### src/rtl/serpentine_error_diffusion_dither_unit_assert.svh
// Assertion macros shared by the dither unit modules.
`ifndef SERPENTINE_ERROR_DIFFUSION_DITHER_UNIT_ASSERT_SVH
`define SERPENTINE_ERROR_DIFFUSION_DITHER_UNIT_ASSERT_SVH

// Same-cycle implication, sampled on clk, off while rst_n is low.
`define SEDD_ASSERT_NOW(label, ante, cons, msg) \
    label: assert property (@(posedge clk) disable iff (!rst_n) (ante) |-> (cons)) \
        else $error(msg);

// Next-cycle implication, sampled on clk, off while rst_n is low.
`define SEDD_ASSERT_NEXT(label, ante, cons, msg) \
    label: assert property (@(posedge clk) disable iff (!rst_n) (ante) |=> (cons)) \
        else $error(msg);

`endif

### src/rtl/sedd_pkg.sv
package sedd_pkg;

    localparam int MAX_WIDTH_DEF = 4096;
    localparam int QUEUE_DEPTH   = 4;
    localparam int DIV_STEPS     = 16;

    typedef logic [2:0] cfg_index_t;
    localparam cfg_index_t CFG_SOURCE_DEPTH  = 3'd0;
    localparam cfg_index_t CFG_DEST_DEPTH    = 3'd1;
    localparam cfg_index_t CFG_QUANT_DEPTH   = 3'd2;
    localparam cfg_index_t CFG_LINE_WIDTH    = 3'd3;
    localparam cfg_index_t CFG_RANGE_CONVERT = 3'd4;
    localparam cfg_index_t CFG_SRC_OFFSET    = 3'd5;
    localparam cfg_index_t CFG_RANGE_GAIN    = 3'd6;
    localparam cfg_index_t CFG_DST_OFFSET    = 3'd7;

    typedef struct packed {
        logic [4:0] sd;
        logic [4:0] dd;
        logic [3:0] qd;
        logic       low;
    } depth_t;

    typedef struct packed {
        logic               enable;
        logic [15:0]        src_offset;
        logic [17:0]        gain;
        logic signed [16:0] dst_offset;
    } range_cfg_t;

    typedef enum logic [2:0] {
        B_CLEAR,
        B_IDLE,
        B_CALC,
        B_UPD3,
        B_UPD5,
        B_CARRY,
        B_DIV,
        B_EMIT
    } back_state_t;

    // Clamp raw depth registers to their legal ranges.
    function automatic depth_t derive_depths(logic [4:0] sd_raw, logic [4:0] dd_raw,
                                             logic [3:0] qd_raw);
        depth_t     d;
        logic [4:0] qlim;
        d.sd = (sd_raw < 5'd8) ? 5'd8 : ((sd_raw > 5'd16) ? 5'd16 : sd_raw);
        d.dd = (dd_raw < 5'd8) ? 5'd8 : ((dd_raw > d.sd) ? d.sd : dd_raw);
        qlim = (d.dd < d.sd - 5'd1) ? d.dd : d.sd - 5'd1;
        if (qd_raw == 4'd0)
        begin
            d.qd = 4'd1;
        end
        else if ({1'b0, qd_raw} > qlim)
        begin
            d.qd = qlim[3:0];
        end
        else
        begin
            d.qd = qd_raw;
        end
        d.low = (d.qd < 4'd8);
        return d;
    endfunction

endpackage

### src/rtl/sedd_queue.sv
`include "serpentine_error_diffusion_dither_unit_assert.svh"
module sedd_queue #(
    parameter int W = 30
) (
    input  logic         clk,
    input  logic         rst_n,
    input  logic         push,
    output logic         push_ready,
    input  logic [W-1:0] push_data,
    input  logic         pop,
    output logic         pop_valid,
    output logic [W-1:0] pop_data
);
    import sedd_pkg::*;

    localparam int PW = $clog2(QUEUE_DEPTH);
    localparam int NW = $clog2(QUEUE_DEPTH + 1);

    logic [W-1:0]  slot_reg [QUEUE_DEPTH];
    logic [PW-1:0] wr_ptr_reg, rd_ptr_reg;
    logic [NW-1:0] count_reg;

    assign push_ready = (count_reg != NW'(QUEUE_DEPTH));
    assign pop_valid  = (count_reg != '0);
    assign pop_data   = slot_reg[rd_ptr_reg];

    always_ff @(posedge clk or negedge rst_n)
    begin
        if (!rst_n)
        begin
            wr_ptr_reg <= '0;
            rd_ptr_reg <= '0;
            count_reg  <= '0;
        end
        else
        begin
            if (push)
            begin
                wr_ptr_reg <= wr_ptr_reg + PW'(1);
            end
            if (pop)
            begin
                rd_ptr_reg <= rd_ptr_reg + PW'(1);
            end
            if (push && !pop)
            begin
                count_reg <= count_reg + NW'(1);
            end
            else if (pop && !push)
            begin
                count_reg <= count_reg - NW'(1);
            end
        end
    end

    always_ff @(posedge clk)
    begin
        if (push)
        begin
            slot_reg[wr_ptr_reg] <= push_data;
        end
    end

    `SEDD_ASSERT_NOW(a_queue_bound, 1'b1, count_reg <= NW'(QUEUE_DEPTH), "queue over depth")
    `SEDD_ASSERT_NOW(a_queue_pop, pop, count_reg != '0, "pop from empty queue")

endmodule

### config.mk
export PLATFORM = sky130hd
export DESIGN_NAME = sedd_queue
export DESIGN_NICKNAME = d
export VERILOG_FILES = /design/src/rtl/sedd_pkg.sv /design/src/rtl/sedd_queue.sv
export VERILOG_INCLUDE_DIRS = /design/src /design/src/rtl
export SDC_FILE = /design/constraint.sdc
export NUM_CORES = 1
export LEC_CHECK = 0
export BUFFER_PORTS_ARGS = -buffer_cell sky130_fd_sc_hd__buf_4
export CELL_PAD_IN_SITES_DETAIL_PLACEMENT = 0
export CELL_PAD_IN_SITES_GLOBAL_PLACEMENT = 1
export CORE_MARGIN = 2
export CORE_UTILIZATION = 53
export CTS_CLUSTER_DIAMETER = 50
export DETAILED_ROUTE_END_ITERATION = 7
export GPL_TIMING_DRIVEN = 1
export PLACE_DENSITY_LB_ADDON = 0.15
export SLEW_MARGIN = 20
export SYNTH_ARGS = -nofsm -noshare
export SYNTH_HDL_FRONTEND = slang
export SYNTH_SLANG_ARGS = --single-unit
### constraint.sdc
create_clock -name clk -period 4.8 [get_ports clk]
set_input_delay 0.48 -clock clk [delete_from_list [all_inputs] [get_ports clk]]
set_output_delay 0.48 -clock clk [all_outputs]
set_load 0.02 [all_outputs]
* Yosys cells after proc, flatten, opt, wreduce, memory -nomap -nowiden
Memories as Yosys holds them, arrays and structs flattened.
Index checks and enable logic that the tools add are counted.
** Storage, ports and cells
- Register bits :: 7
- RAM bits :: 120
- Input bits :: 34
- Output and inout port bits :: 32
- Word-level logic and storage cells :: 19
- Memories kept :: 1
** Cells by class
- $add $sub $neg :: 4
- Eq/ne operators :: 1
- Multiplexer cells :: 4
- Reductions and logical operators :: 6
** Memory list
- slot_reg :: words 4, width 30, read ports 1, clocked after Yosys merged registers in 0, write ports 1, line sedd_queue.sv:19 : logic [W-1:0] slot_reg [QUEUE_DEPTH];
** Operators by type and width (count)
- two-way mux 3 bit :: 2
- adder 2 x 1 -> 2 bit (second input constant) :: 2
- adder 3 x 1 -> 3 bit (second input constant) :: 1
- inequality test 3 bit (second input constant) :: 1
- nonzero test 3 bit :: 1
- subtractor 3 x 1 -> 3 bit (second input constant) :: 1
- logical AND 1 bit :: 2
- logical NOT 1 bit :: 2
- two-way mux 1 bit :: 2
- nonzero test 2 bit :: 1

* Depth between registers and ports, before layout
Gate-level depths: netlist of run 1.
- Word-level depth :: 4
- Depth in mapped cells :: 7
- Gate-level depth less buffers :: 7

* Worst setup path after synthesis of run 1
Ideal clock, no wire load.
- Path kind :: register to register
- From :: register wr_ptr_reg[0]
- To :: memory slot_reg[2][0] (enable)
- Setup time :: 0.390 ns
- Arrival :: 1.360 ns
- Data required time :: 4.410 ns
- Path slack :: 3.050 ns
- Stages on the path, launching flop included :: 4
- Path buffers :: 0
- Clock period less this slack :: 1.750 ns
- Path through :: dfrtp_1 inv_1 ha_1 and2_1
** RTL lines
- from (decl) :: line sedd_queue.sv:20 : logic [PW-1:0] wr_ptr_reg, rd_ptr_reg;
- from (signal assigned) :: line sedd_queue.sv:39 : wr_ptr_reg <= wr_ptr_reg + PW'(1);
- to (decl) :: line sedd_queue.sv:19
No word-level cell before the write port.

* Final worst setup path of run 1
- From :: register rd_ptr_reg[1]
- To :: output pop_data[0]
** On the way
- Longest elaborated chain between the ends :: 1
** Ends and longest elaborated chain
- from (decl) :: line sedd_queue.sv:20
- from (signal assigned) :: line sedd_queue.sv:43 : rd_ptr_reg <= rd_ptr_reg + PW'(1);
- memory (4 x 30 bit)
- to (decl) :: line sedd_queue.sv:12 : output logic [W-1:0] pop_data
No other way between the ends.

==> results of run 1 <==
-- worst paths after layout --
kind | startpoint | to | cells past startpoint | slack, ps
worst min-delay path | pop | rd_ptr_reg[0] | 2 | 150
max in group asynchronous | rst_n | rd_ptr_reg[0] | 2 | 4340
worst max-delay path | rd_ptr_reg[1] | pop_data[0] | 3 | 1930
worst max register to register | wr_ptr_reg[1] | slot_reg[1][2] | 3 | 3080
worst min register to register | count_reg[2] | count_reg[2] | 1 | 480
min in group asynchronous | rst_n | count_reg[1] | 2 | 320
-- timing repair --
item / in CTS / in global routing
hold endpoints to repair: 7 / 0
endpoints found under the setup margin: 0 / 0
resized for setup: 0 / 0
hold buffers: 1 / 0
-- synth_stat cells --
library cell,instances
mux2_2,1
buf_12,3
dfrtp_1,7
mux4_1,2
buf_6,1
nor2_1,2
buf_2,3
nand2_1,3
xor2_1,4
ha_1,5
fa_1,1
and2_1,4
edfxtp_1,120
o21ai_0,1
mux4_2,28
xnor2_1,2
or3_1,1
inv_1,4
-- per-stage QoR --
| step | instance area [sq um] | hold WS, ps |
|---|---|---|
| after floorplan | 4760 | 184 |
| after global placement | 5320 | 300 |
| after detailed placement | 5320 | 301 |
| after CTS | 5890 | 124 |
| after global routing | 5890 | 127 |
| final | 5890 | 150 |
-- routing by layer --
| layer | vias up | wire (microns) | share of wire |
|---|---|---|---|
| met4 | 0 | 129 | 0.017 |
| met2 | 60 | 4020 | 0.52 |
| met3 | 12 | 388 | 0.050 |
| met5 | - | 0 | 0 |
| li1 | 965 | - | - |
| met1 | 1094 | 3220 | 0.41 |
-- kinds of logic (layout without fill, tap and decap cells) --
family                     after synthesis  in the layout
AOI/OAI and AO/OA                        1              1
xor gates and xnor gates                 6              6
adders and majority gates                6              6
buffers and inverters                   11            103
DFF                                    127            127
muxes                                   31             31
and+or+nand+nor                         10             10
-- area by class of cell --
type | instances | area [sq um]
Sequential cell | 127 | 3780
Fill cell | 543 | 2830
Multi-Input combinational cell | 54 | 890
Timing Repair Buffer | 67 | 505
Clock buffer | 17 | 414
Clock inverter | 15 | 149
Tap cell | 108 | 135
Inverter | 4 | 15.0
-- power groups by stage --
stage / clock network, mW / logic [mW] / registers, mW
4_1_cts: 1.22 / 1.08 / 1.65
3_3_place_gp: 0 / 1.07 / 1.65
5_1_grt: 1.28 / 1.13 / 1.67
3_5_place_dp: 0 / 1.08 / 1.66
2_1_floorplan: 0 / 0.839 / 1.53
6_report: 1.20 / 1.06 / 1.64
==> metrics.yaml, run 1 <==
clock_tree:
  clock-sinks: 127
  insertion_delay_ps: 520
  cts_max_level: 4
  cts-root-buf: "clkbuf_8"
  path_clk_slew_ps: 60
  cts_tree: "done"
  cts_made_buffers: 17
  cts_buffer_depth: 2
  postCtsSetupBuffers: 0
placed_design:
  io_buffer_count: 65
  gp_congestion: 0.650
  dp_cells: 359
  dp_slack_ps: 2320
  hpwl_microns: 4430
finish:
  diodes: 0
  fin_util: 0.675
  nets: 311
  layout_common_cells: "120 x edfxtp_1, 66 x buf_4, 28 x mux4_2"
  drive_gt1_frac: 0.465
  final_cells: 392
  syn2layout_area_growth_pct: 23.6
  largest_reg_flops: 120
  final_common_cell: "edfxtp_1"
routing:
  drt_wl_total_microns: 7760
  vias_per_cell: 5.44
  drt_pre_antenna_iters: 4
  wl_per_cell_microns: 19.8
  post-route-drc-count: 0
  dr.first_iter.drc_count: 65
  final_antenna_net_count: 0
  via_count: 2131
logic_synthesis:
  synth_top_area_frac: 0.756
  synth_seq_cells: 127
  synth_compound_area_frac: 0.00105
  synthSimpleGateAreaFrac: 0.0105
  seq_area_frac_synth: 0.793
  netlist_instances: 192
  synth_area_leaders: "edfxtp_1 76%, mux4_2 13%, dfrtp_1 3.7%"
  synthAdderAreaFrac: 0.0173
  yosysTopAreaCell: "edfxtp_1"
  yosys_warnings: 0
  ys_types: 18
  synthMuxAreaShare: 0.146
  syn_nets: 232
  synth_xor_area_frac: 0.0110
  avgSynthCellArea_sq_um: 24.8
  synth_top_family_by_area: "multiplexers"
  synth_area_sq_mm: 0.00476
pwr:
  p_int_mw: 2.69
  powerDensity_mw_per_mm2: 662
  p_sw_mw: 1.20
  finalPower_mw: 3.90
  p_leak_nw: 2.09
  combPwrFrac: 0.272
  p_sw_frac: 0.309
  clockPowerShare: 0.308
  vdd_ir_drop_max_mv: 0.428
  p_seq_frac: 0.420
timing:
  slew_headroom: 0.365
  rsz0062_at_grt: "no"
  final-hold-violation-count: 0
  tightest_slew_ps: 953
  period_share: 0.598
  clock_skew_ps: 11.2
  slew_violations: 0
  period_needed_ps: 2870
  finalSetupTns_ps: 0
  timing.fmax_mhz: 349
  setup_viol: 0
  setup_slack_ps: 1930
setup_path:
  start_kind: "flop"
  cp_common_cell: "buf_4"
  path_buf_inv: 2
  path_cells: "buf_4 -> mux4_2 -> buf_4"
  cp-end-kind: "primary output"
  cp_max_fo: 19
  worstPathRequired_ps: 4320
  critPathTopFamily: "flip-flops"
  slowest_stage: "dfrtp_1"
  max_stage_delay_ps: 960
  worstSetupPathType: "reg -> out"
  cp_data_arrival_time_ps: 2390
status:
  outcome: "completed"
grt:
  grt_use_met3: 0.0745
  grtUsageTotal: 0.177
  overflow: 0
  first_global_vias: 2324
  antenna_found_initial: 0
  grt_util_met1: 0.218
  grt_max_degree: 33
  busiest_layer: "met2"
  grtUsageMet2: 0.284
  grt_first_pass_wirelength_microns: 12400
floorplan:
  die_w_microns: 98.8
  start_util: 0.546
  die_h_microns: 98.8
  rows: 34
  coreArea_sq_mm: 0.00872
  die-area_sq_mm: 0.00976
  ios: 66
worst_hold_path:
  hold_class: "in -> reg"
job:
  drv_cap: 0
Note: power is estimated with default switching activity, not from simulation.
==> run 2: changes to the inputs <==
--- a/config.mk
+++ b/config.mk
@@ -6,11 +6,12 @@
 export SDC_FILE = /design/constraint.sdc
 export NUM_CORES = 1
 export LEC_CHECK = 0
+export ABC_AREA = 1
 export BUFFER_PORTS_ARGS = -buffer_cell sky130_fd_sc_hd__buf_4
 export CELL_PAD_IN_SITES_DETAIL_PLACEMENT = 0
 export CELL_PAD_IN_SITES_GLOBAL_PLACEMENT = 1
 export CORE_MARGIN = 2
-export CORE_UTILIZATION = 53
+export CORE_UTILIZATION = 47
 export CTS_CLUSTER_DIAMETER = 50
 export DETAILED_ROUTE_END_ITERATION = 7
 export GPL_TIMING_DRIVEN = 1
==> constraint.sdc (replaced) <==
create_clock -name clk -period 2.7 [get_ports clk]
set_input_delay 0.27 -clock clk [delete_from_list [all_inputs] [get_ports clk]]
set_output_delay 0.27 -clock clk [all_outputs]
set_load 0.02 [all_outputs]
==> metrics.yaml, run 2 <==
logic_synthesis:
  synth_top_area_frac: 0.686  # -0.0703
  netlist_instances: 399  # +110%
  yosysMostFrequentCell: "edfxtp_1"
  synth_seq_cells: 127  # unchanged
  avgSynthCellArea_sq_um: 13.2  # -47%
  synth_area_sq_mm: 0.00525  # +10%
  ys_async_sr_fraction: 0.0551  # unchanged
  yosys_warnings: 0  # unchanged
  yosysTopAreaCell: "edfxtp_1"
  ys_types: 17  # -1
  yosys-top-cells-count: "120 x edfxtp_1, 101 x nand2_1, 73 x inv_1, 49 x o211ai_1, 11 x o211ai_2"
  ys.flop_type: "edfxtp_1"
  seq_area_frac_synth: 0.719  # -0.0737
  synth_area_leaders: "edfxtp_1 69%, nand2_1 7.2%, o211ai_1 7.0%"
  syn_nets: 439  # +89%
  synth_edf_count: 120  # unchanged
clock_tree:
  path_clk_slew_ps: 60  # about the same
  ctsHoldBuffers: 33  # +32
  cts_buffer_depth: 2  # unchanged
  cts-root-buf: "clkbuf_8"
  cts_made_buffers: 17  # unchanged
  cts_tree: "done"
  clock-sinks: 127  # unchanged
  ctsResizeCount: 0  # unchanged
  insertion_delay_ps: 510  # about the same
  cts_max_level: 4  # unchanged
  postCtsSetupBuffers: 0  # unchanged
status:
  outcome: "completed"
routing:
  dr.first_iter.drc_count: 136  # +110%
  post-route-drc-count: 0  # unchanged
  vias_per_cell: 4.85  # -11%
  wl_per_cell_microns: 14.3  # -28%
  final_antenna_net_count: 0  # unchanged
  via_count: 3186  # +50%
  drt_pre_antenna_iters: 4  # unchanged
  drt_wl_total_microns: 9410  # +21%
setup_path:
  cp-end-kind: "primary output"
  r2r-start: "wr_ptr_reg[0]"
  r2r-end: "slot_reg[2][20]"
  start_kind: "flop"
  worstSetupPathType: "reg -> out"
  r2r_slack_ps: 960  # -2120 ps
  cp_max_fo: 70  # +51
  worstPathRequired_ps: 2430  # -1890 ps
  cp_data_arrival_time_ps: 2200  # -190 ps
  rr_worst_depth: 5  # +2
timing:
  timing.fmax_mhz: 404
  final-hold-violation-count: 0  # unchanged
  period_needed_ps: 2470
  slew_violations: 0  # unchanged
  finalSetupTns_ps: 0  # unchanged
  slew_headroom: 0.504  # +0.140
  tightest_slew_ps: 744  # -210 ps
  period_share: 0.916
  clock_skew_ps: 6.46  # -4.72 ps
  setup_viol: 0  # unchanged
  rsz0062_at_grt: "no"
pwr:
  p_leak_nw: 2.83  # +36%
  powerDensity_mw_per_mm2: 1150  # +74%
  vdd_ir_drop_max_mv: 0.723  # +69%
placed_design:
  gp_congestion: 0.708  # +9.0%
  io_buffer_count: 65  # unchanged
  hpwl_microns: 5570  # +26%
grt:
  grt_max_degree: 71  # +120%
  overflow: 0  # unchanged
  first_global_vias: 3132  # +35%
  antenna_found_initial: 0  # unchanged
  grtUsageTotal: 0.175  # -0.00231
  grt_first_pass_wirelength_microns: 15400  # +24%
floorplan:
  coreArea_sq_mm: 0.0109  # +25%
  die-area_sq_mm: 0.0120  # +23%
  die_h_microns: 110  # +11%
  ios: 66  # unchanged
  start_util: 0.482  # -0.0639
  die_w_microns: 110  # +11%
  rows: 38  # +12%
finish:
  layout_common_cells: "120 x edfxtp_1, 101 x nand2_1, 73 x inv_1"
  final_common_cell: "edfxtp_1"
  fin_util: 0.626  # -0.0496
  diodes: 0  # unchanged
  drive_gt1_frac: 0.228  # -0.237
  nets: 544  # +75%
  syn2layout_area_growth_pct: 29.7
  largest_reg_flops: 120  # unchanged
worst_hold_path:
  hold_class: "in -> async"
job:
  drv_cap: 0  # unchanged
run 2: stage by stage:
stage,total power [mW],area (sq um),hold slack (ps),setup WS [ps],instances
after floorplan,4.61,5250,-25.6,1060,399
after global placement,5.49,5860,91.3,807,592
after detailed placement,5.54,5860,90.7,763,592
after CTS,7.95,6810,86.5,213,657
after global routing,8.32,6810,126,57.6,657
final,7.84,6810,119,226,657
run 2: critical path, stage by stage, from the launching register on:
cell,delay [ps]
dfrtp_4,890
buf_4,360
nand2_1,80
o211ai_1,90
nand2_1,70
buf_4,160
run 2: cell families (layout without fill, tap and decap cells):
logic type,Yosys count,after routing,share of synthesized area
flops,127,127,0.719
simple gates,105,105,0.0762
buf+inv,95,213,0.0838
compound gates,62,62,0.0981
fa+ha+maj,6,6,0.0157
xor+xnor,4,4,0.00667
run 2: how the worst max path moves through the flow:
stage / start / end / slack (ps) / cells after the start
2_1_floorplan: wr_ptr_reg[0] / slot_reg[2][0] / 1060 / 4
3_3_place_gp: rd_ptr_reg[0] / pop_data[5] / 810 / 5
3_5_place_dp: rd_ptr_reg[0] / pop_data[0] / 760 / 5
4_1_cts: rd_ptr_reg[0] / pop_data[0] / 210 / 5
5_1_grt: rd_ptr_reg[0] / pop_data[14] / 60 / 5
6_report: rd_ptr_reg[0] / pop_data[21] / 230 / 5
run 2: area by class of cell:
cell class | instances | area [sq um]
well taps | 140 | 175
repair buffers | 107 | 923
flip-flops and latches | 127 | 3780
clock buffers | 18 | 418
multi-input cells | 177 | 1030
fillers | 844 | 4070
inverters | 74 | 278
clock inverters | 14 | 204
run 2: per-layer routing:
metal,global-route usage,share of wire,vias to the layer above
li1,-,-,1586
met1,0.218,0.44,1527
met2,0.292,0.51,61
met3,0.0492,0.035,12
met4,0.0660,0.015,0
met5,0,0,-
run 2: power breakdown:
| group | leakage (nW) | internal [mW] | total (mW) | switching [mW] |
|---|---|---|---|---|
| clock network | 0.305 | 1.51 | 2.35 | 0.831 |
| logic | 1.34 | 1.05 | 2.63 | 1.58 |
| registers | 1.18 | 2.59 | 2.87 | 0.274 |
