$ cat src/rtl/serpentine_error_diffusion_dither_unit_assert.svh
// Assertion macros shared by the dither unit modules.
`ifndef SERPENTINE_ERROR_DIFFUSION_DITHER_UNIT_ASSERT_SVH
`define SERPENTINE_ERROR_DIFFUSION_DITHER_UNIT_ASSERT_SVH

// Same-cycle implication, sampled on clk, off while rst_n is low.
`define SEDD_ASSERT_NOW(label, ante, cons, msg) \
    label: assert property (@(posedge clk) disable iff (!rst_n) (ante) |-> (cons)) \
        else $error(msg);

// Next-cycle implication, sampled on clk, off while rst_n is low.
`define SEDD_ASSERT_NEXT(label, ante, cons, msg) \
    label: assert property (@(posedge clk) disable iff (!rst_n) (ante) |=> (cons)) \
        else $error(msg);

`endif

$ cat src/rtl/sedd_pkg.sv
package sedd_pkg;

    localparam int MAX_WIDTH_DEF = 4096;
    localparam int QUEUE_DEPTH   = 4;
    localparam int DIV_STEPS     = 16;

    typedef logic [2:0] cfg_index_t;
    localparam cfg_index_t CFG_SOURCE_DEPTH  = 3'd0;
    localparam cfg_index_t CFG_DEST_DEPTH    = 3'd1;
    localparam cfg_index_t CFG_QUANT_DEPTH   = 3'd2;
    localparam cfg_index_t CFG_LINE_WIDTH    = 3'd3;
    localparam cfg_index_t CFG_RANGE_CONVERT = 3'd4;
    localparam cfg_index_t CFG_SRC_OFFSET    = 3'd5;
    localparam cfg_index_t CFG_RANGE_GAIN    = 3'd6;
    localparam cfg_index_t CFG_DST_OFFSET    = 3'd7;

    typedef struct packed {
        logic [4:0] sd;
        logic [4:0] dd;
        logic [3:0] qd;
        logic       low;
    } depth_t;

    typedef struct packed {
        logic               enable;
        logic [15:0]        src_offset;
        logic [17:0]        gain;
        logic signed [16:0] dst_offset;
    } range_cfg_t;

    typedef enum logic [2:0] {
        B_CLEAR,
        B_IDLE,
        B_CALC,
        B_UPD3,
        B_UPD5,
        B_CARRY,
        B_DIV,
        B_EMIT
    } back_state_t;

    // Clamp raw depth registers to their legal ranges.
    function automatic depth_t derive_depths(logic [4:0] sd_raw, logic [4:0] dd_raw,
                                             logic [3:0] qd_raw);
        depth_t     d;
        logic [4:0] qlim;
        d.sd = (sd_raw < 5'd8) ? 5'd8 : ((sd_raw > 5'd16) ? 5'd16 : sd_raw);
        d.dd = (dd_raw < 5'd8) ? 5'd8 : ((dd_raw > d.sd) ? d.sd : dd_raw);
        qlim = (d.dd < d.sd - 5'd1) ? d.dd : d.sd - 5'd1;
        if (qd_raw == 4'd0)
        begin
            d.qd = 4'd1;
        end
        else if ({1'b0, qd_raw} > qlim)
        begin
            d.qd = qlim[3:0];
        end
        else
        begin
            d.qd = qd_raw;
        end
        d.low = (d.qd < 4'd8);
        return d;
    endfunction

endpackage

$ cat src/rtl/sedd_front.sv
module sedd_front #(
    parameter int MAX_WIDTH = 4096,
    parameter int CW        = 12,
    parameter int QW        = 30
) (
    input  logic                clk,
    input  logic                rst_n,
    input  logic                s_tvalid,
    output logic                s_tready,
    input  logic [15:0]         s_tdata,
    input  logic                s_tuser,
    input  sedd_pkg::depth_t    depths,
    input  sedd_pkg::range_cfg_t rcfg,
    input  logic [12:0]         line_width,
    input  logic                clearing,
    output logic                push,
    input  logic                push_ready,
    output logic [QW-1:0]       push_data
);
    import sedd_pkg::*;

    localparam int WW = $clog2(MAX_WIDTH + 1);

    logic [WW-1:0] w_eff, cnt_reg, cnt_next, cnt_base, cnt_inc;
    logic          odd_reg, odd_next, odd_base;
    logic [15:0]   smax;
    logic [WW-1:0] x_full;

    logic          s1_valid_reg;
    logic [15:0]   s1_value_reg;
    logic [CW-1:0] s1_x_reg;
    logic          s1_dir_reg, s1_restart_reg;

    logic                 s2_valid_reg;
    logic signed [35:0]   s2_prod_reg;
    logic [15:0]          s2_value_reg;
    logic [CW-1:0]        s2_x_reg;
    logic                 s2_dir_reg, s2_restart_reg;

    logic               accept, s2_free, adv1;
    logic signed [36:0] t_w;
    logic [15:0]        conv_w, value_w;

    always_comb
    begin
        if (line_width == 13'd0)
        begin
            w_eff = WW'(1);
        end
        else if (32'(line_width) > MAX_WIDTH)
        begin
            w_eff = WW'(MAX_WIDTH);
        end
        else
        begin
            w_eff = WW'(line_width);
        end
    end

    assign smax     = 16'((17'(1) << depths.sd) - 17'd1);
    assign s2_free  = !s2_valid_reg || push;
    assign adv1     = s1_valid_reg && s2_free;
    assign s_tready = !clearing && (!s1_valid_reg || s2_free);
    assign accept   = s_tvalid && s_tready;

    // Column walk: restart first, wrap a stale count, then step.
    always_comb
    begin
        cnt_base = s_tuser ? '0 : cnt_reg;
        odd_base = s_tuser ? 1'b0 : odd_reg;
        if (cnt_base >= w_eff)
        begin
            cnt_base = '0;
        end
        x_full   = odd_base ? (w_eff - WW'(1) - cnt_base) : cnt_base;
        cnt_inc  = cnt_base + WW'(1);
        cnt_next = cnt_reg;
        odd_next = odd_reg;
        if (accept)
        begin
            cnt_next = (cnt_inc >= w_eff) ? '0 : cnt_inc;
            odd_next = (cnt_inc >= w_eff) ? !odd_base : odd_base;
        end
    end

    always_ff @(posedge clk or negedge rst_n)
    begin
        if (!rst_n)
        begin
            cnt_reg      <= '0;
            odd_reg      <= 1'b0;
            s1_valid_reg <= 1'b0;
            s2_valid_reg <= 1'b0;
        end
        else
        begin
            cnt_reg <= cnt_next;
            odd_reg <= odd_next;
            if (accept)
            begin
                s1_valid_reg <= 1'b1;
            end
            else if (adv1)
            begin
                s1_valid_reg <= 1'b0;
            end
            if (adv1)
            begin
                s2_valid_reg <= 1'b1;
            end
            else if (push)
            begin
                s2_valid_reg <= 1'b0;
            end
        end
    end

    always_ff @(posedge clk)
    begin
        if (accept)
        begin
            s1_value_reg   <= s_tdata & smax;
            s1_x_reg       <= CW'(x_full);
            s1_dir_reg     <= odd_base;
            s1_restart_reg <= s_tuser;
        end
        if (adv1)
        begin
            s2_prod_reg    <= 36'($signed({1'b0, s1_value_reg}) - $signed({1'b0, rcfg.src_offset}))
                              * $signed({1'b0, rcfg.gain});
            s2_value_reg   <= s1_value_reg;
            s2_x_reg       <= s1_x_reg;
            s2_dir_reg     <= s1_dir_reg;
            s2_restart_reg <= s1_restart_reg;
        end
    end

    // Offset, round and clamp the converted sample.
    always_comb
    begin
        t_w = 37'(s2_prod_reg) + (37'(rcfg.dst_offset) <<< 16) + 37'sd32768;
        if (t_w[36])
        begin
            conv_w = 16'd0;
        end
        else if (t_w[36:16] > 21'(smax))
        begin
            conv_w = smax;
        end
        else
        begin
            conv_w = t_w[31:16];
        end
        value_w = rcfg.enable ? conv_w : s2_value_reg;
    end

    assign push      = s2_valid_reg && push_ready;
    assign push_data = {s2_restart_reg, s2_dir_reg, s2_x_reg, value_w};

endmodule

$ cat config.mk
export PLATFORM = sky130hd
export DESIGN_NAME = sedd_front
export DESIGN_NICKNAME = d
export VERILOG_FILES = /design/src/rtl/serpentine_error_diffusion_dither_unit_assert.svh /design/src/rtl/sedd_pkg.sv /design/src/rtl/sedd_front.sv
export SDC_FILE = /design/constraint.sdc
export NUM_CORES = 1
export LEC_CHECK = 0
export BUFFER_PORTS_ARGS = -buffer_cell sky130_fd_sc_hd__buf_2
export CORE_MARGIN = 4
export CORE_UTILIZATION = 29
export DETAILED_ROUTE_END_ITERATION = 7
export PLACE_DENSITY = 0.45
export SYNTH_ARGS = -nofsm -noshare
export SYNTH_HDL_FRONTEND = slang
export SYNTH_SLANG_ARGS = --single-unit
$ cat constraint.sdc
create_clock -name clk -period 10.9 [get_ports clk]
set_input_delay 3.27 -clock clk [delete_from_list [all_inputs] [get_ports clk]]
set_output_delay 3.27 -clock clk [all_outputs]
set_load 0.01 [all_outputs]
After elaboration in Yosys (flattened, before gate mapping)
Index checks and enable logic that the tools add are counted.
{"block": "word_totals", "regBits": 112, "inputBits": 102, "output_inout_bits": 32, "elab_cells": 55}
{"block": "classes", "addsub": 7, "multipliers": 1, "n_lt_le_gt_ge": 4, "shift": 1, "mux": 15, "bitwise_logic": 1, "reduce_logical": 13}
{"cell": "two-way mux 13 bit", "count": 5}
{"cell": "two-way mux 16 bit", "count": 3}
{"cell": "adder 36 x 33 -> 37 bit", "count": 1}
{"cell": "adder 37 x 17 -> 37 bit, second input constant", "count": 1}
{"cell": "multiplier 17 x 19 -> 36 bit", "count": 1}
{"cell": "greater-or-equal comparator 13 bit", "count": 2}
{"cell": "> comparator 21 x 16 -> 1 bit", "count": 1}
{"cell": "subtractor 16 x 16 -> 17 bit", "count": 1}
{"cell": "AND 16 bit", "count": 1}
{"cell": "<< shifter 1 x 5 -> 16 bit, first input constant", "count": 1}
{"cell": "subtractor 16 x 1 -> 16 bit, second input constant", "count": 1}
{"cell": "adder 13 x 1 -> 13 bit, second input constant", "count": 1}
{"cell": "> comparator 13 bit, second input constant", "count": 1}
{"cell": "zero test 13 bit", "count": 1}
{"cell": "two-way mux 12 bit", "count": 1}
{"cell": "subtractor 12 x 1 -> 12 bit, second input constant", "count": 1}
{"cell": "subtractor 12 bit", "count": 1}
{"cell": "two-way mux 1 bit", "count": 6}
{"cell": "logical AND 1 bit", "count": 4}
{"cell": "zero test 1 bit", "count": 4}
{"cell": "nonzero test 2 bit", "count": 2}
{"cell": "logical OR 1 bit", "count": 2}

Depth between registers and ports, before layout
Gate-level depths: netlist of run 1.
{"block": "logic_depth", "depth_word": 8, "mapped_depth": 36, "depth_no_buf": 35}

Worst setup path after synthesis of run 1
Ideal clock, no wire load.
{"block": "synth_path", "path_type": "input to register", "start": "input port rcfg[35] in the netlist's numbering", "end": "register s2_prod_reg[33] (data pin)", "arrival_ps": 10655, "path_slack_ps": -16, "path_stages": 32, "cell_sequence": "ha_1 fa_1 nor2b_1 o21ai_1 a21boi_1 o21ai_1 a21boi_1 o2111ai_1 nand3_1 nand4_1 a41oi_1 clkbuf_1 nor2_1 fa_1 fa_1 fa_1 fa_1 fa_1 inv_1 fa_1 inv_1 ha_1 nand2_1 o21ai_0 o41ai_1 o21ai_0 o21ai_0 a31oi_1 o21a_1 o21a_1 o21ai_0 a21oi_1"}
{"block": "synth_between", "elab_chain_cells": 2}
{"element": "start, declared", "line_no": "sedd_front.sv:13", "rtl": "input sedd_pkg::range_cfg_t rcfg,"}
{"element": "subtractor 16 x 16 -> 17 bit", "line_no": "sedd_front.sv:129", "rtl": "s2_prod_reg <= 36'($signed({1'b0, s1_value_reg}) - $signed({1'b0, rcfg.src_offset}))"}
{"element": "multiplier 17 x 19 -> 36 bit", "line_no": "sedd_front.sv:130", "rtl": "* $signed({1'b0, rcfg.gain});"}
{"element": "end signal, assigned", "line_no": "sedd_front.sv:129"}
{"element": "end, declared", "line_no": "sedd_front.sv:35", "rtl": "logic signed [35:0] s2_prod_reg;"}
No other way between the ends.
A chain may end at the register's enable or synchronous reset.

Worst setup path after layout of run 1
{"block": "layout_path", "start": "input port rcfg[0] in the netlist's numbering", "end": "output port push_data[13]"}
{"block": "layout_between", "elab_chain_cells": 6}
{"element": "adder 36 x 33 -> 37 bit *", "line_no": "sedd_front.sv:141", "rtl": "t_w = 37'(s2_prod_reg) + (37'(rcfg.dst_offset) <<< 16) + 37'sd32768;"}
{"element": "adder 37 x 17 -> 37 bit *", "line_no": "sedd_front.sv:141"}
{"element": "> comparator 21 x 16 -> 1 bit", "line_no": "sedd_front.sv:146", "rtl": "else if (t_w[36:16] > 21'(smax))"}
{"element": "two-way mux 16 bit", "line_no": "sedd_front.sv:146"}
{"element": "two-way mux 16 bit *", "line_no": "sedd_front.sv:142", "rtl": "if (t_w[36])"}
{"element": "two-way mux 16 bit *", "line_no": "sedd_front.sv:154", "rtl": "value_w = rcfg.enable ? conv_w : s2_value_reg;"}
{"element": "end, declared", "line_no": "sedd_front.sv:18", "rtl": "output logic [QW-1:0] push_data"}
Every way passes the cells marked *; elsewhere a longest branch is shown, timed or not.

==> results of run 1 <==
==> cell families after synthesis <==
logic type / Yosys count
AND/OR/NAND/NOR: 611
adder cells (fa/ha/maj): 459
buffers and inverters: 440
AO/OA/AOI/OAI: 240
flip-flops: 97
XOR/XNOR: 66
multiplexers: 15
==> critical path, stage by stage <==
cell,delay (ns)
buf_8,0.10
fa_2,0.35
a211o_1,0.31
a21oi_2,0.17
o31a_1,0.18
o21bai_1,0.10
a21oi_2,0.17
buf_4,0.13
buf_4,0.09
buf_4,0.10
xnor2_2,0.11
ha_1,0.27
nand4_1,0.14
nor2_2,0.07
o21ai_2,0.07
a21oi_2,0.06
o31a_1,0.34
a2111oi_4,0.27
o2bb2ai_1,0.10
a2111o_1,0.34
buf_2,0.18
and2_0,0.17
o32ai_2,0.25
buf_2,0.20
==> what timing repair did <==
| item | 4_1_cts | 5_1_grt |
|---|---|---|
| resized for setup | 36 | 126 |
| pin swaps | 28 | 116 |
| buffers inserted | 10 | 21 |
| cloned | 0 | 3 |
| setup endpoints to repair | 29 | 32 |
==> how the worst min path moves through the flow <==
| stage | startpoint | end | depth (start not counted) |
|---|---|---|---|
| 2_1_floorplan | s1_dir_reg$_DFFE_PP_ | s2_dir_reg$_DFFE_PP_ | 0 |
| 3_3_place_gp | s1_x_reg[0]$_DFFE_PP_ | s2_x_reg[0]$_DFFE_PP_ | 0 |
| 3_5_place_dp | s1_x_reg[11]$_DFFE_PP_ | s2_x_reg[11]$_DFFE_PP_ | 0 |
| 4_1_cts | s1_x_reg[11]$_DFFE_PP_ | s2_x_reg[11]$_DFFE_PP_ | 0 |
| 5_1_grt | s1_x_reg[6]$_DFFE_PP_ | s2_x_reg[6]$_DFFE_PP_ | 0 |
| 6_report | s1_x_reg[11]$_DFFE_PP_ | s2_x_reg[11]$_DFFE_PP_ | 0 |
==> area by class of cell <==
class	instances	share of cell area, %
Clock inverter	6	0.256
Inverter	380	6.64
Sequential cell	97	13.2
Timing Repair Buffer	333	11.0
Tap cell	773	4.50
Multi-Input combinational cell	1391	63.2
Clock buffer	10	1.16
==> cells in the mapped netlist, drive strengths merged (4+ instances only) <==
master   count
inv        380
fa         241
nand2      232
ha         218
and2        94
edfxtp      81
nor2        80
nor2b       61
a21oi       60
clkbuf      54
o21ai       47
xnor2       44
nand3       32
nor3        22
xor2        22
a21o        18
dfrtp       16
and3b       15
mux2i       15
o22ai       15
and3        13
nand2b      13
a31oi       12
o21a        12
or2         11
a211oi       9
a22o         9
nand4        9
or3          8
a21boi       7
nand3b       7
o21bai       7
buf          6
o31ai        6
a2111oi      4
o2111ai      4
o31a         4
o32ai        4
==> metal layers <==
metal  global-route usage [%]  routed length (um)  share of wire (%)  up-vias
met2                     26.5               24300                 49      209
met5                        0                   0                  0        -
met1                     21.6               23500                 47     6916
met4                     2.98                 694                1.4        0
li1                         -                   -                  -     6755
met3                     1.65                1340                2.7       42
==> per-stage QoR <==
stage | TNS [ns] | hold WS [ns]
2_1_floorplan | 0 | 0.400
3_3_place_gp | -12.86 | 0.403
3_5_place_dp | -13.76 | 0.406
4_1_cts | -0.0209 | 0.423
5_1_grt | -1.79 | 0.435
6_report | 0 | 0.420
==> impl_metrics.csv, run 1 <==
group,metric,value,unit
logic_synthesis,synth_cells,1928,
finish,final_cell_mix,"374 x inv_1, 235 x fa_1, 228 x nand2_1",
place,placed_cells_incl_taps,2941,
logic_synthesis,synth-compound-area-share,9.07,%
critical_path,worstRegToRegCells,33,
detailed_routing,ant_nets,0,
finish,syn_to_final_growth,23.4,%
critical_path,endpoint,"push_data[13]",
timing,relSlewSlack,41.9,%
place,dpl_cell_area,20100,sq um
logic_synthesis,synth_flop_cell,"edfxtp_1",
floorplanning,dieArea,64000,sq um
timing,clock-skew-final,0.0101,ns
critical_path,start_kind,"input pin",
finish,layout_commonest_cell,"inv_1",
timing,finalHoldViolCount,0,
min_path,min_path_type,"reg2reg",
cts,clock_path_buffers,2,
floorplanning,core,59200,sq um
cts,htree_levels,3,
floorplanning,rows,89,
critical_path,crit_start,"rcfg[0]",
grt,antenna_found_initial,0,
logic_synthesis,postSynthAreaPerCell,9.03,sq um
critical_path,timing.rr.start,"s1_value_reg[1]$_DFFE_PP_",
logic_synthesis,synth_edf_count,81,
floorplanning,start_util,29.4,%
grt,grt_max_degree,52,
cts,tritoncts,"yes",
place,finalWeightedCongestion,0.804,
timing,setup_viol,0,
cts,cts_root_buf,"clkbuf_16",
place,dpl_worst_slack,-0.681,ns
grt,grt_pass1_vias,14700,
cts,clock-sinks,97,
finish,antenna_cells,0,
logic_synthesis,ys_seq_area_share,16.3,%
timing,period_minus_slack,10.82,ns
timing,setup_slack,0.0797,ns
finish,instances_no_fill,2990,
timing,fmax,92.4,MHz
logic_synthesis,synth_top_area_cell,"fa_1",
logic_synthesis,synth_top_area_share,27.7,%
finish,seqCellArea,2830,sq um
logic_synthesis,synth.area.mux_share,0.863,%
logic_synthesis,syn-num-nets,2489,
logic_synthesis,ys_ff_latch,97,
cts,cts-hold-fix-buffers,0,
critical_path,criticalPathCategory,"in2out",
logic_synthesis,synthAdderAreaFrac,43.4,%
critical_path,required,7.63,ns
place,port-buffer-count,123,
finish,multi_input_area,13600,sq um
detailed_routing,drt_iter0_drc,646,
detailed_routing,drt-total-wl,49800,um
detailed_routing,via_count,13900,
detailed_routing,avgRoutedWirePerCell,16.7,um
floorplanning,num_io_pins,134,
detailed_routing,drc_errors,0,
floorplanning,fp.dieW,253,um
critical_path,crit_path_end_kind,"output pin",
timing,fin_crit_sh,99.3,%
grt,grt_pass1_wl,79800,um
finish,drive_above_1_share,20.9,%
logic_synthesis,syn_area,17400,sq um
logic_synthesis,ys_async_sr_fraction,16.5,%
logic_synthesis,synth_xor_area_share,3.32,%
grt,gr-total-overflow,0,
logic_synthesis,synth_top_family_by_area,"adder cells",
critical_path,reg2reg_slack,2.75,ns
grt,grt.total_usage,15.5,%
finish,num-nets-final,2773,
timing,rsz0062_at_grt,"yes",
logic_synthesis,synth-simple-area-share,17.5,%
logic_synthesis,netlist_top_cells_area,"fa_1 28%, ha_1 16%, edfxtp_1 14%",
floorplanning,fp.dieH,253,um
logic_synthesis,yosys_warnings,0,
cts,clk_latency,0.37,ns
critical_path,cp_max_fo,4,
finish,nFillCells,6077,
critical_path,crit_arrival,7.55,ns
finish,final_util,36.3,%
run,max-cap-violations,0,
timing,maxSlewViolCount,0,
detailed_routing,via_per_inst,4.66,
finish,largest_register_ff_count,21,
critical_path,r2r_end,"s2_prod_reg[33]$_DFFE_PP_",
cts,cts_buffers,9,
detailed_routing,first_pass_iters,7,
timing,worst_slew_pin_slew,0.871,ns
cts,cts.reportedPaths.clkPinSlew,0.07,ns
logic_synthesis,synth_cell_types,71,
place,place_hpwl,40800,um
run_status,status,"finished clean",
finish,final_area,21500,sq um
Power of run 1 is left out: the tool's default activity adds up to more than one toggle a clock period on the data nets, which glitch-free logic cannot reach.
==> inputs of run 2 (changes only) <==
- SETUP_SLACK_MARGIN: not set -> 0.5
==> impl_metrics.csv, run 2 (synthesis results as in run 1) <==
group,metric,value,unit
cts,clock_path_buffers,2,
finish,syn_to_final_growth,25.4,%
finish,drive_above_1_share,23.2,%
timing,worst_slew_pin_slew,0.759,ns
timing,tns,0,ns
grt,gr-total-overflow,0,
timing,maxSlewViolCount,0,
floorplanning,start_util,29.4,%
timing,rsz0062_at_grt,"yes",
finish,largest_register_ff_count,21,
finish,num-nets-final,2772,
floorplanning,rows,89,
finish,multi_input_area,13900,sq um
floorplanning,core,59200,sq um
cts,htree_levels,3,
grt,grt_pass1_vias,15300,
timing,setup_viol,0,
critical_path,criticalPathCategory,"in2out",
critical_path,cp_max_fo,9,
place,dpl_worst_slack,-0.386,ns
floorplanning,fp.dieW,253,um
grt,grt_pass1_wl,82600,um
place,port-buffer-count,123,
grt,antenna_found_initial,1,
place,place_hpwl,40000,um
floorplanning,dieArea,64000,sq um
timing,setup_slack,0.0313,ns
critical_path,slowest_stage,"or3_1",
detailed_routing,drt_iter0_drc,513,
timing,fmax,92.0,MHz
critical_path,max_stage_delay,0.38,ns
finish,antenna_cells,0,
critical_path,crit_arrival,7.60,ns
place,finalWeightedCongestion,0.827,
cts,clock-sinks,97,
critical_path,crit_path_end_kind,"output pin",
detailed_routing,first_pass_iters,5,
critical_path,start_kind,"input pin",
cts,cts_buffers,9,
finish,instances_no_fill,2988,
detailed_routing,via_per_inst,4.72,
cts,cts_root_buf,"clkbuf_16",
min_path,min_path_type,"reg2reg",
timing,fin_crit_sh,99.7,%
cts,clk_latency,0.36,ns
detailed_routing,ant_nets,0,
cts,tritoncts,"yes",
finish,nFillCells,6062,
finish,final_cell_mix,"365 x inv_1, 230 x fa_1, 225 x nand2_1",
timing,hold_slack,0.419,ns
cts,cts.reportedPaths.clkPinSlew,0.07,ns
timing,relSlewSlack,48.9,%
grt,grt_max_degree,52,
floorplanning,num_io_pins,134,
finish,layout_commonest_cell,"inv_1",
timing,period_minus_slack,10.87,ns
critical_path,worstPathCellList,"buf_2 > or3_1 > buf_4 > nor2_1 > nand2_1 > ha_4 > nor3_4 > a31oi_1 > o21ai_1 > inv_1 > ha_1 > a211o_1 > a21oi_2 > o21ai_1 > o31a_1 > a2111oi_4 > o2bb2ai_1 > a2111o_1 > buf_12 > buf_12 > and2_4 > o32ai_2 > buf_2",
run,max-cap-violations,0,
place,placed_cells_incl_taps,2910,
detailed_routing,avgRoutedWirePerCell,16.9,um
finish,seqCellArea,2830,sq um
detailed_routing,drt-total-wl,50600,um
detailed_routing,via_count,14100,
timing,finalHoldViolCount,0,
critical_path,required,7.63,ns
floorplanning,fp.dieH,253,um
timing,clock-skew-final,0.0141,ns
run_status,status,"finished clean",
detailed_routing,drc_errors,0,
grt,grt.total_usage,16.1,%
## run 2: cell count changes in the layout (fill, tap and decap cells not counted), sizes merged
cell,change
clkbuf,-1
bufinv,+1
inv,-2
clkinv,+1
bufbuf,-1
## run 2: cell type report
cell class,instances,area share (%)
Clock inverter,6,0.310
Inverter,380,6.55
Clock buffer,9,1.03
Multi-Input combinational cell,1391,63.5
Tap cell,773,4.43
Timing Repair Buffer,332,11.2
Sequential cell,97,13.0
## run 2: final timing paths
kind,startpoint,to,slack (ns),cells past startpoint
min in group asynchronous,rst_n,cnt_reg[11]$_DFFE_PN0P_,2.82,1
worst max-delay path,depths[13],push_data[2],0.03,23
max in group asynchronous,rst_n,cnt_reg[0]$_DFFE_PN0P_,7.79,1
worst min-delay path,s1_x_reg[11]$_DFFE_PP_,s2_x_reg[11]$_DFFE_PP_,0.42,0
worst max register to register,s1_value_reg[0]$_DFFE_PP_,s2_prod_reg[33]$_DFFE_PP_,2.91,35
worst min register to register,s1_x_reg[11]$_DFFE_PP_,s2_x_reg[11]$_DFFE_PP_,0.42,0
## run 2: metrics by stage
step                area [sq um]  utilization [%]
CTS                        21400             36.2
detailed placement         20100             34.0
global placement           20100             34.0
global route               21800             36.8
floorplan                  17600                -
finish                     21800             36.8
## run 2: critical path: cells and delay by family
family	cells	cell delay [ns]
simple gates	5	0.94
buf+inv	6	0.83
compound gates	10	2.02
fa+ha+maj	2	0.52
## run 2: layer usage
metal / GRT usage (%) / up-vias / routed length (um)
met5: 0 / - / 13
met4: 2.32 / 2 / 580
met3: 1.50 / 43 / 1210
met2: 28.6 / 204 / 24900
met1: 21.8 / 7097 / 23900
li1: - / 6762 / -
## run 2: timing repair
| item | 4_1_cts | 5_1_grt |
|---|---|---|
| endpoints found under the setup margin | 33 | 33 |
| hold buffers | 0 | 0 |
| pin swaps | 117 | 79 |
| cloned | 0 | 1 |
| gates resized for setup | 124 | 80 |
| setup buffers | 54 | 8 |
Power of run 2 is left out for the same reason.
==> inputs of run 3 (changes only) <==
- CORE_MARGIN: 4 -> not set
==> impl_metrics.csv, run 3 (synthesis results as in run 1) <==
group,metric,value,unit
run_status,status,"finished with violations",
run_status,violations,"DRC",
cts,cts.reportedPaths.clkPinSlew,0.07,ns
critical_path,cp_common_cell,"a21oi_2",
detailed_routing,via_count,14000,
critical_path,r2r_end,"s2_prod_reg[31]$_DFFE_PP_",
grt,antenna_found_initial,1,
timing,maxSlewViolCount,0,
cts,cts-hold-fix-buffers,0,
finish,instances_no_fill,2983,
critical_path,crit_path_end_kind,"output pin",
finish,final_util,36.7,%
timing,rsz0062_at_grt,"yes",
critical_path,endpoint,"push_data[5]",
finish,drive_above_1_share,23.1,%
timing,setup_viol,0,
grt,grt_pass1_wl,81000,um
timing,relSlewSlack,49.2,%
grt,grt_max_degree,52,
detailed_routing,ant_nets,0,
timing,period_minus_slack,10.83,ns
critical_path,max_stage_delay,0.38,ns
floorplanning,rows,89,
timing,worst_slew_pin_slew,0.754,ns
timing,tns,0,ns
run,max-cap-violations,0,
detailed_routing,drc_errors,20,
timing,clock-skew-final,0.00997,ns
critical_path,timing.rr.start,"s1_value_reg[0]$_DFFE_PP_",
critical_path,crit_start,"rcfg[0]",
grt,gr-total-overflow,0,
place,place_hpwl,40200,um
detailed_routing,via_per_inst,4.70,
cts,tritoncts,"yes",
critical_path,start_kind,"input pin",
critical_path,crit_arrival,7.56,ns
critical_path,reg2reg_slack,2.92,ns
timing,fmax,92.4,MHz
floorplanning,core,59100,sq um
place,finalWeightedCongestion,0.835,
floorplanning,num_io_pins,134,
place,placed_cells_incl_taps,2921,
critical_path,criticalPathCategory,"in2out",
grt,grt_pass1_vias,15000,
finish,layout_commonest_cell,"inv_1",
finish,final_cell_mix,"366 x inv_1, 226 x fa_1, 225 x nand2_1",
detailed_routing,drt-total-wl,50100,um
cts,clk_latency,0.37,ns
detailed_routing,avgRoutedWirePerCell,16.8,um
floorplanning,dieArea,61000,sq um
detailed_routing,drt_iter0_drc,692,
grt,grt.total_usage,17.1,%
cts,cts_buffers,9,
cts,htree_levels,3,
place,port-buffer-count,123,
finish,syn_to_final_growth,24.8,%
finish,largest_register_ff_count,21,
critical_path,required,7.63,ns
critical_path,worstPathCellList,"buf_8 > fa_2 > a211o_1 > a21oi_2 > o31a_1 > o21bai_1 > a21oi_2 > o21bai_1 > a21oi_2 > xnor2_2 > ha_2 > a211o_1 > a21oi_2 > o21ai_1 > o31a_1 > a2111oi_4 > o2bb2ai_1 > a2111o_1 > buf_6 > buf_16 > mux2i_4 > o22ai_1 > buf_2",
min_path,min_path_type,"reg2reg",
floorplanning,start_util,29.4,%
critical_path,slowest_stage,"fa_2",
critical_path,cp_max_fo,6,
cts,clock-sinks,97,
cts,cts_root_buf,"clkbuf_16",
critical_path,worstRegToRegCells,36,
finish,antenna_cells,0,
floorplanning,fp.dieW,247,um
detailed_routing,first_pass_iters,7,
finish,num-nets-final,2766,
timing,fin_crit_sh,99.3,%
cts,clock_path_buffers,2,
timing,finalHoldViolCount,0,
floorplanning,fp.dieH,247,um
[run 3: changes by cell type in the layout (fill, tap and decap cells not counted), sizes merged]
| cell | before | now |
|---|---|---|
| buf | 331 | 326 |
| bufinv | 1 | 0 |
| clkbuf | 10 | 9 |
| clkinv | 2 | 1 |
| clkinvlp | 1 | 2 |
| inv | 382 | 384 |
[run 3: critical path: cells and delay by family]
kind,cells,cell delay [ns]
AOI/OAI and AO/OA,15,2.81
xor gates and xnor gates,1,0.11
adders and majority gates,2,0.58
buffers and inverters,4,0.59
muxes,1,0.19
[run 3: worst min path at each step]
stage / from / to / slack (ns) / cells past startpoint
finish: s1_x_reg[0]$_DFFE_PP_ / s2_x_reg[0]$_DFFE_PP_ / 0.42 / 0
global route: s1_x_reg[7]$_DFFE_PP_ / s2_x_reg[7]$_DFFE_PP_ / 0.43 / 0
CTS: s1_x_reg[9]$_DFFE_PP_ / s2_x_reg[9]$_DFFE_PP_ / 0.42 / 0
detailed placement: s1_x_reg[2]$_DFFE_PP_ / s2_x_reg[2]$_DFFE_PP_ / 0.41 / 0
global placement: s1_x_reg[5]$_DFFE_PP_ / s2_x_reg[5]$_DFFE_PP_ / 0.41 / 0
floorplan: s1_dir_reg$_DFFE_PP_ / s2_dir_reg$_DFFE_PP_ / 0.40 / 0
[run 3: per-layer routing]
metal	part of all wire, %	GRT usage [%]	routed length, um
met1	47	23.1	23700
met2	48	29.3	24100
met3	3.0	1.63	1480
met4	1.7	3.38	839
met5	0.020	0	10
[run 3: final cells by class]
| type | count | area (sq um) |
|---|---|---|
| clock buffers | 9 | 225 |
| clock inverters | 7 | 60.1 |
| fillers | 6084 | 37400 |
| inverters | 380 | 1430 |
| multi-input cells | 1391 | 13800 |
| flip-flops and latches | 97 | 2830 |
| well taps | 773 | 967 |
| repair buffers | 326 | 2370 |
[run 3: per-stage QoR]
step,instance area (sq um),worst slack (ns),hold slack [ns]
6_report,21700,0.0727,0.422
5_1_grt,21700,-0.141,0.428
4_1_cts,21400,0.0668,0.423
3_5_place_dp,20200,-0.415,0.406
3_3_place_gp,20200,-0.365,0.405
2_1_floorplan,17600,0.396,0.400
[run 3: timing repair]
item                                    in CTS  in global routing
resized for setup                          132                 69
buffers inserted                            36                  9
pin swaps                                  120                 43
cloned                                       1                  0
endpoints found under the setup margin      33                 32
Power of run 3 is left out for the same reason.
